## src/rrcc_pkg.sv

```systemverilog
// Package for the rain responsive cover controller.
// Register map, fixed scaling constants and stream payload types.
// No dependencies.
package rrcc_pkg;

    localparam int unsigned ADDR_W = 5;

    localparam logic [2:0] REG_RAIN_THRESHOLD = 3'd0;
    localparam logic [2:0] REG_CLOSE_ANGLE    = 3'd1;
    localparam logic [2:0] REG_STEP_INTERVAL  = 3'd2;
    localparam logic [2:0] REG_REOPEN_DELAY   = 3'd3;
    localparam logic [2:0] REG_SAMPLE_PERIOD  = 3'd4;

    localparam logic [1:0] CMD_NONE      = 2'd0;
    localparam logic [1:0] CMD_FORCE_ON  = 2'd1;
    localparam logic [1:0] CMD_FORCE_OFF = 2'd2;

    localparam logic [10:0] RST_RAIN_THRESHOLD = 11'd500;
    localparam logic [7:0]  RST_CLOSE_ANGLE    = 8'd90;
    localparam logic [9:0]  RST_STEP_INTERVAL  = 10'd15;
    localparam logic [19:0] RST_REOPEN_DELAY   = 20'd5000;
    localparam logic [9:0]  RST_SAMPLE_PERIOD  = 10'd50;

    // Wet scale: x = 900 - a; intensity = x/7, buzzer = x*19/70 + 10
    localparam logic [9:0]  WET_DRY_LEVEL  = 10'd900;
    localparam logic [13:0] INT_RECIP      = 14'd9363;    // 2^16 / 7, rounded up
    localparam logic [18:0] BUZ_RECIP      = 19'd284614;  // 19 * 2^20 / 70, rounded up
    localparam logic [7:0]  INTENSITY_MAX  = 8'd100;
    localparam logic [8:0]  BUZ_SPAN_MAX   = 9'd190;
    localparam logic [7:0]  BUZ_MIN        = 8'd10;
    localparam logic [7:0]  BUZ_MAX        = 8'd200;

    typedef struct packed {
        logic [1:0] pad;
        logic [9:0] rain_analog;
        logic       rain_digital;
        logic       switch_level;
        logic [1:0] cmd;
    } in_item_t;

    typedef struct packed {
        logic [4:0] pad;
        logic       force_open_flag;
        logic       switch_flag;
        logic       rain_flag;
        logic [6:0] rain_intensity;
        logic       report_valid;
        logic [7:0] buzzer_duty;
        logic [7:0] servo_command;
    } out_item_t;

endpackage

```

## src/rain_responsive_cover_controller.sv

```systemverilog
// Rain responsive cover controller, top level.
// One millisecond tick per input transfer; servo stepping, sensor evaluation, buzzer duty.
// Depends on rrcc_pkg.
//
// channel   dir  handshake          content
// s_        in   s_tvalid/s_tready  tick: cmd, switch, rain digital and analog
// m_        out  m_tvalid/m_tready  servo angle, buzzer duty, evaluation flags
// apb       in   psel/penable       five configuration registers at 4*i
//
// Each tick's state updates at the input transfer, and the result
// lands in the output register the same edge. One tick per cycle sustained while m_tready is high.
// s_tready drops only while the output register is full and m_tready is low.
// aresetn is synchronous, active low; no clearing pass.
module rain_responsive_cover_controller (
    input  logic                       aclk,
    input  logic                       aresetn,
    input  logic                       s_tvalid,
    output logic                       s_tready,
    input  logic [15:0]                s_tdata,  // cmd[1:0] switch_level rain_digital rain_analog[9:0]
    output logic                       m_tvalid,
    input  logic                       m_tready,
    // servo_command[7:0] buzzer_duty[7:0] report_valid rain_intensity[6:0]
    // rain_flag switch_flag force_open_flag
    output logic [31:0]                m_tdata,
    input  logic                       psel,
    input  logic                       penable,
    input  logic                       pwrite,
    input  logic [rrcc_pkg::ADDR_W-1:0] paddr,
    input  logic [31:0]                pwdata,
    output logic [31:0]                prdata,
    output logic                       pready
);
    import rrcc_pkg::*;

    logic [10:0] rain_threshold_reg;
    logic [7:0]  close_angle_reg;
    logic [9:0]  step_interval_reg;
    logic [19:0] reopen_delay_reg;
    logic [9:0]  sample_period_reg;

    logic [31:0] time_now_reg;
    logic [31:0] last_sample_reg;
    logic [31:0] last_step_reg;
    logic [31:0] last_rain_reg;
    logic [7:0]  cur_angle_reg;
    logic [7:0]  tgt_angle_reg;
    logic [7:0]  buzzer_reg;
    logic        force_reg;
    logic [6:0]  intensity_reg;
    logic        rain_reg;
    logic        switch_reg;

    logic        m_tvalid_reg;
    out_item_t   m_data_reg;

    in_item_t    in_item;
    logic        s_xfer;
    logic        cfg_wr;
    logic [2:0]  cfg_idx;

    logic        force_next;
    logic [31:0] last_rain_cmd;
    logic [31:0] last_rain_next;
    logic [31:0] last_step_next;
    logic [31:0] last_sample_next;
    logic [7:0]  cur_angle_next;
    logic [7:0]  tgt_angle_next;
    logic [7:0]  buzzer_next;
    logic [6:0]  intensity_next;
    logic        rain_next;
    logic        switch_next;
    logic        step_due;
    logic        eval_due;
    logic        rain_now;
    logic        allow;
    logic [9:0]  wet_x;
    logic [23:0] int_prod;
    logic [28:0] buz_prod;
    logic [7:0]  int_q;
    logic [8:0]  buz_q;
    logic [6:0]  int_val;
    logic [7:0]  buz_val;
    out_item_t   out_next;

    assign in_item  = s_tdata;
    assign s_tready = !m_tvalid_reg || m_tready;
    assign s_xfer   = s_tvalid && s_tready;
    assign m_tvalid = m_tvalid_reg;
    assign m_tdata  = m_data_reg;

    // APB
    assign pready  = 1'b1;
    assign cfg_idx = paddr[ADDR_W-1:2];
    assign cfg_wr  = psel && penable && pwrite && pready;

    always_comb begin
        unique case (cfg_idx)
            REG_RAIN_THRESHOLD: prdata = {21'd0, rain_threshold_reg};
            REG_CLOSE_ANGLE:    prdata = {24'd0, close_angle_reg};
            REG_STEP_INTERVAL:  prdata = {22'd0, step_interval_reg};
            REG_REOPEN_DELAY:   prdata = {12'd0, reopen_delay_reg};
            REG_SAMPLE_PERIOD:  prdata = {22'd0, sample_period_reg};
            default:            prdata = 32'd0;
        endcase
    end

    always_ff @(posedge aclk) begin
        if (!aresetn) begin
            rain_threshold_reg <= RST_RAIN_THRESHOLD;
            close_angle_reg    <= RST_CLOSE_ANGLE;
            step_interval_reg  <= RST_STEP_INTERVAL;
            reopen_delay_reg   <= RST_REOPEN_DELAY;
            sample_period_reg  <= RST_SAMPLE_PERIOD;
        end else if (cfg_wr) begin
            unique case (cfg_idx)
                REG_RAIN_THRESHOLD: rain_threshold_reg <= pwdata[10:0];
                REG_CLOSE_ANGLE:    close_angle_reg    <= pwdata[7:0];
                REG_STEP_INTERVAL:  step_interval_reg  <= pwdata[9:0];
                REG_REOPEN_DELAY:   reopen_delay_reg   <= pwdata[19:0];
                REG_SAMPLE_PERIOD:  sample_period_reg  <= pwdata[9:0];
                default: ;
            endcase
        end
    end

    // Wet scaling: constant reciprocals, exact over 0..900
    assign wet_x    = (in_item.rain_analog < WET_DRY_LEVEL) ?
                      (WET_DRY_LEVEL - in_item.rain_analog) : 10'd0;
    assign int_prod = wet_x * INT_RECIP;
    assign buz_prod = wet_x * BUZ_RECIP;
    assign int_q    = int_prod[23:16];
    assign buz_q    = buz_prod[28:20];
    assign int_val  = (int_q > INTENSITY_MAX) ? INTENSITY_MAX[6:0] : int_q[6:0];
    assign buz_val  = (buz_q > BUZ_SPAN_MAX) ? BUZ_MAX : (buz_q[7:0] + BUZ_MIN);

    always_comb begin
        force_next     = force_reg;
        last_rain_cmd  = last_rain_reg;
        case (in_item.cmd)
            CMD_FORCE_ON: begin
                force_next    = 1'b1;
                last_rain_cmd = 32'd0;
            end
            CMD_FORCE_OFF: force_next = 1'b0;
            default: ;
        endcase

        step_due       = (cur_angle_reg != tgt_angle_reg) &&
                         ((time_now_reg - last_step_reg) >= {22'd0, step_interval_reg});
        last_step_next = last_step_reg;
        cur_angle_next = cur_angle_reg;
        if (step_due) begin
            last_step_next = time_now_reg;
            cur_angle_next = (tgt_angle_reg > cur_angle_reg) ? cur_angle_reg + 8'd1
                                                             : cur_angle_reg - 8'd1;
        end

        eval_due         = (time_now_reg - last_sample_reg) >= {22'd0, sample_period_reg};
        rain_now         = !in_item.rain_digital &&
                           ({1'b0, in_item.rain_analog} < rain_threshold_reg);
        last_rain_next   = (eval_due && rain_now) ? time_now_reg : last_rain_cmd;
        allow            = (time_now_reg - last_rain_next) > {12'd0, reopen_delay_reg};
        last_sample_next = last_sample_reg;
        rain_next        = rain_reg;
        switch_next      = switch_reg;
        intensity_next   = intensity_reg;
        tgt_angle_next   = tgt_angle_reg;
        buzzer_next      = buzzer_reg;
        if (eval_due) begin
            last_sample_next = time_now_reg;
            rain_next        = rain_now;
            switch_next      = in_item.switch_level;
            intensity_next   = int_val;
            if (force_next) begin
                tgt_angle_next = 8'd0;
                buzzer_next    = 8'd0;
            end else begin
                tgt_angle_next = (in_item.switch_level || rain_now || !allow) ?
                                 close_angle_reg : 8'd0;
                buzzer_next    = (tgt_angle_next == close_angle_reg &&
                                  cur_angle_next != close_angle_reg) ? buz_val : 8'd0;
            end
        end

        out_next                 = '0;
        out_next.servo_command   = cur_angle_next;
        out_next.buzzer_duty     = buzzer_next;
        out_next.report_valid    = eval_due;
        out_next.rain_intensity  = intensity_next;
        out_next.rain_flag       = rain_next;
        out_next.switch_flag     = switch_next;
        out_next.force_open_flag = force_next;
    end

    always_ff @(posedge aclk) begin
        if (!aresetn) begin
            time_now_reg    <= 32'd0;
            last_sample_reg <= 32'd0;
            last_step_reg   <= 32'd0;
            last_rain_reg   <= 32'd0;
            cur_angle_reg   <= 8'd0;
            tgt_angle_reg   <= 8'd0;
            buzzer_reg      <= 8'd0;
            force_reg       <= 1'b0;
            intensity_reg   <= 7'd0;
            rain_reg        <= 1'b0;
            switch_reg      <= 1'b0;
        end else if (s_xfer) begin
            time_now_reg    <= time_now_reg + 32'd1;
            last_sample_reg <= last_sample_next;
            last_step_reg   <= last_step_next;
            last_rain_reg   <= last_rain_next;
            cur_angle_reg   <= cur_angle_next;
            tgt_angle_reg   <= tgt_angle_next;
            buzzer_reg      <= buzzer_next;
            force_reg       <= force_next;
            intensity_reg   <= intensity_next;
            rain_reg        <= rain_next;
            switch_reg      <= switch_next;
        end
    end

    always_ff @(posedge aclk) begin
        if (!aresetn) begin
            m_tvalid_reg <= 1'b0;
        end else if (s_xfer) begin
            m_tvalid_reg <= 1'b1;
        end else if (m_tready) begin
            m_tvalid_reg <= 1'b0;
        end
    end

    always_ff @(posedge aclk) begin
        if (s_xfer) begin
            m_data_reg <= out_next;
        end
    end

    // Checks
    a_accept_fills: assert property (@(posedge aclk) disable iff (!aresetn)
        s_xfer |=> m_tvalid_reg)
        else $error("accepted tick left no result");

    a_stall_holds: assert property (@(posedge aclk) disable iff (!aresetn)
        (m_tvalid_reg && !m_tready) |=> $stable(m_data_reg))
        else $error("result changed while stalled");

    a_servo_step: assert property (@(posedge aclk) disable iff (!aresetn)
        $past(aresetn) && !$past(s_xfer) |-> $stable(cur_angle_reg))
        else $error("servo moved without a tick");

    a_buzzer_range: assert property (@(posedge aclk) disable iff (!aresetn)
        buzzer_reg == 8'd0 || (buzzer_reg >= BUZ_MIN && buzzer_reg <= BUZ_MAX))
        else $error("buzzer duty out of range");

    a_force_quiet: assert property (@(posedge aclk) disable iff (!aresetn)
        (s_xfer && eval_due && force_next) |=> buzzer_reg == 8'd0)
        else $error("buzzer active under force open");

endmodule

```

## config.mk

```make
export PLATFORM = sky130hd
export DESIGN_NAME = rain_responsive_cover_controller
export DESIGN_NICKNAME = d
export VERILOG_FILES = /design/src/rrcc_pkg.sv /design/src/rain_responsive_cover_controller.sv
export SDC_FILE = /design/constraint.sdc
export NUM_CORES = 1
export LEC_CHECK = 0
export BUFFER_PORTS_ARGS = -buffer_cell sky130_fd_sc_hd__buf_2
export CORE_MARGIN = 2
export CORE_UTILIZATION = 50
export DETAILED_ROUTE_END_ITERATION = 16
export HOLD_SLACK_MARGIN = 0.1
export PLACE_DENSITY = 0.74
export SETUP_SLACK_MARGIN = 0.1
export SYNTH_ARGS = -nofsm -noshare
export SYNTH_HDL_FRONTEND = slang
export SYNTH_SLANG_ARGS = --single-unit
```

## constraint.sdc

```tcl
create_clock -name aclk -period 15.7 [get_ports aclk]
set_input_delay 1.57 -clock aclk [delete_from_list [all_inputs] [get_ports aclk]]
set_output_delay 1.57 -clock aclk [all_outputs]
set_load 0.02 [all_outputs]
```

==> flow_metrics.env <==
export IMPL_outcome="finished clean"
export IMPL_drc_errors=0
export IMPL_final_setup_viol_count=0
export IMPL_slew_headroom_pct=22.5
export IMPL_cts_clk_slew_worst_paths_ns=0.07
export IMPL_yosysUniqueCellTypes=78
export IMPL_grt_max_degree=101
export IMPL_cts_resized=0
export IMPL_max_stage_delay_ns=0.71
export IMPL_crit_path_frequent_cell="a21oi_1"
export IMPL_pwr_share_seq_pct=24.4
export IMPL_totalWireLength_um=61900
export IMPL_async_flop_share_pct=0
export IMPL_numClockSinks=249
export IMPL_drtIter0Drc=1453
export IMPL_crit_path_start_kind="register"
export IMPL_power_density_mw_per_mm2=126
export IMPL_fmax_mhz=81.2
export IMPL_syn_to_final_growth_pct=8.33
export IMPL_path_buf_inv=1
export IMPL_clock_path_buffers=3
export IMPL_rows=78
export IMPL_cpLargestDelayFamily="compound AO/OA/AOI/OAI gates"
export IMPL_criticalPathCategory="register to register"
export IMPL_timing_final_ws_setup_ns=3.38
export IMPL_hold_ws_ns=0.452
export IMPL_rsz0062_at_grt="no"
export IMPL_num_vias=20400
export IMPL_grt_pass1_wl_um=100000
export IMPL_switching_power_w=0.00129
export IMPL_cap_violations=0
export IMPL_die_height_um=217
export IMPL_end_kind="register"
export IMPL_ir_worst_vdd_mv=0.166
export IMPL_gp_congestion=0.895
export IMPL_port_buffers=92
export IMPL_crit_path_top_delay_cell="a2111oi_0"
export IMPL_grt_pass1_vias=19800
export IMPL_synth_ff_type="dfxtp_1"
export IMPL_mappedNetlistArea_mm2=0.0227
export IMPL_cts_htree_levels=1
export IMPL_antenna_found_initial=1
export IMPL_crit_required_ns=16.09
export IMPL_cts_tree="built"
export IMPL_grt_usage_pct=25.8
export IMPL_final_common_cell="nand2_1"
export IMPL_first_pass_iters=5
export IMPL_final_core_util_pct=54.6
export IMPL_clk_latency_ns=0.60
export IMPL_die_w_um=217
export IMPL_num_antenna_cells=0
export IMPL_cts_hold_buf=0
export IMPL_ys_warn_count=0
export IMPL_ios=127
export IMPL_synth_edf_count=27
export IMPL_drv_slew=0
export IMPL_syn_inst=2836
export IMPL_ys_seq_area_share_pct=23.1
export IMPL_nNetsFinal=3257
export IMPL_gr_total_overflow=0
export IMPL_coreArea_mm2=0.0451
export IMPL_numCtsBuffers=29
export IMPL_p_leak_nw=11.2
export IMPL_via_per_inst=5.90
export IMPL_clock_skew_ns=0.0373
export IMPL_start_util_pct=50.4
export IMPL_final_cell_mix="nand2_1, ha_1, inv_1"
export IMPL_drive_above_1_share_pct=8.66
export IMPL_setup_tns_ns=0
export IMPL_final_cells=3463
export IMPL_switching_share_pct=41.5
export IMPL_tightest_slew_ns=1.16
export IMPL_critPathArrivalTime_ns=12.71
export IMPL_post_cts_buffers=0
export IMPL_post_place_ws_ns=3.60
export IMPL_p_comb_share_pct=51.7
export IMPL_clock_power_share_pct=23.9
export IMPL_wl_per_cell_um=17.9
export IMPL_p_int_w=0.00181
export IMPL_synth_area_per_cell_um2=8.01
export IMPL_cts_root_buf="clkbuf_16"
export IMPL_hold_viol=0
export IMPL_dp_final_hpwl_um=47000
export IMPL_hp_class="register to register"
export IMPL_cp_max_fo=86
export IMPL_drtAntennaViolNets=0
export IMPL_period_minus_slack_ns=12.32
export IMPL_synth_seq_cells=249
export IMPL_dp_cells=3409
export IMPL_die_area_mm2=0.0472
export IMPL_fin_crit_sh_pct=78.5
## metal layers
layer,vias up,track usage (%),part of all wire [%]
met5,-,0,0.013
met4,2,7.17,2.4
met3,107,2.89,6.0
met2,574,44.4,47
met1,9786,34.1,44
li1,9969,-,-
## area by class of cell
type                            instances  area (um^2)
Fill cell                            4208        20500
Multi-Input combinational cell       2170        15900
Sequential cell                       249         5260
Inverter                              273         1030
Clock buffer                           37          850
Tap cell                              600          751
Timing Repair Buffer                  117          648
Clock inverter                         17          198
## cell families after synthesis
family / count (synthesis) / share of synthesized area, %
buffers and inverters: 433 / 7.55
AO/OA/AOI/OAI: 736 / 20.6
flip-flops: 249 / 23.1
other: 2 / 0.0330
AND/OR/NAND/NOR: 875 / 19.4
adder cells (fa/ha/maj): 357 / 21.7
XOR/XNOR: 129 / 5.03
multiplexers: 55 / 2.53
## per-stage QoR
step           power, W  instance area [um^2]
3_3_place_gp    0.00230                 23600
2_1_floorplan   0.00197                 22800
6_report        0.00310                 24600
3_5_place_dp    0.00236                 23600
5_1_grt         0.00336                 24600
4_1_cts         0.00312                 24600
## synthesized netlist by cell type (16+ instances only)
cell | count | share of area [%]
fa_1 | 63 | 5.6
a22oi_1 | 26 | 0.86
o21ai_0 | 141 | 3.1
nor3_1 | 37 | 0.81
o21a_1 | 28 | 0.93
edfxtp_1 | 27 | 3.6
a21oi_1 | 261 | 5.7
xnor2_1 | 66 | 2.5
nor2b_1 | 30 | 0.83
a211oi_1 | 22 | 0.73
nand2b_1 | 21 | 0.58
nand4_1 | 40 | 1.1
dfxtp_1 | 222 | 20
o31a_1 | 37 | 1.4
xor2_1 | 62 | 2.4
nor2_1 | 172 | 2.8
nor3b_2 | 29 | 1.6
nand2_1 | 315 | 5.2
nor4_1 | 17 | 0.47
o211ai_1 | 33 | 1.1
mux2_2 | 19 | 0.94
buf_2 | 16 | 0.35
mux2i_1 | 36 | 1.6
inv_1 | 272 | 4.5
nand3_1 | 59 | 1.3
a21o_1 | 48 | 1.6
and3_1 | 55 | 1.5
buf_4 | 19 | 0.63
and2_1 | 41 | 1.1
ha_1 | 294 | 16
clkbuf_1 | 122 | 2.0
## worst register-to-register path, delay by kind of cell (launching register included)
kind,cells,cell delay (ns)
AND/OR/NAND/NOR,11,3.70
XOR/XNOR,2,0.33
flip-flops,1,0.66
buffers and inverters,1,0.42
adder cells (fa/ha/maj),4,1.25
AO/OA/AOI/OAI,22,5.80
## power groups by stage
stage                     Clock (W)  Combinational, W  Sequential [W]
after global routing       0.000774           0.00183        0.000762
after global placement            0           0.00153        0.000768
final                      0.000739           0.00160        0.000757
after CTS                  0.000750           0.00161        0.000756
after detailed placement          0           0.00159        0.000769
after floorplan                   0           0.00117        0.000798
## path summary, 6_finish.rpt
kind	startpoint	endpoint	slack [ns]	depth (start not counted)
worst max-delay path	time_now_reg[1]$_SDFFE_PN0P_	m_tdata[8]$_DFFE_PP_	3.38	40
worst min-delay path	last_sample_reg[23]$_SDFFE_PN0P_	last_sample_reg[23]$_SDFFE_PN0P_	0.45	2
worst max register to register	time_now_reg[1]$_SDFFE_PN0P_	m_tdata[8]$_DFFE_PP_	3.38	40
worst min register to register	last_sample_reg[23]$_SDFFE_PN0P_	last_sample_reg[23]$_SDFFE_PN0P_	0.45	2
Power figures use the tool's default switching activity.
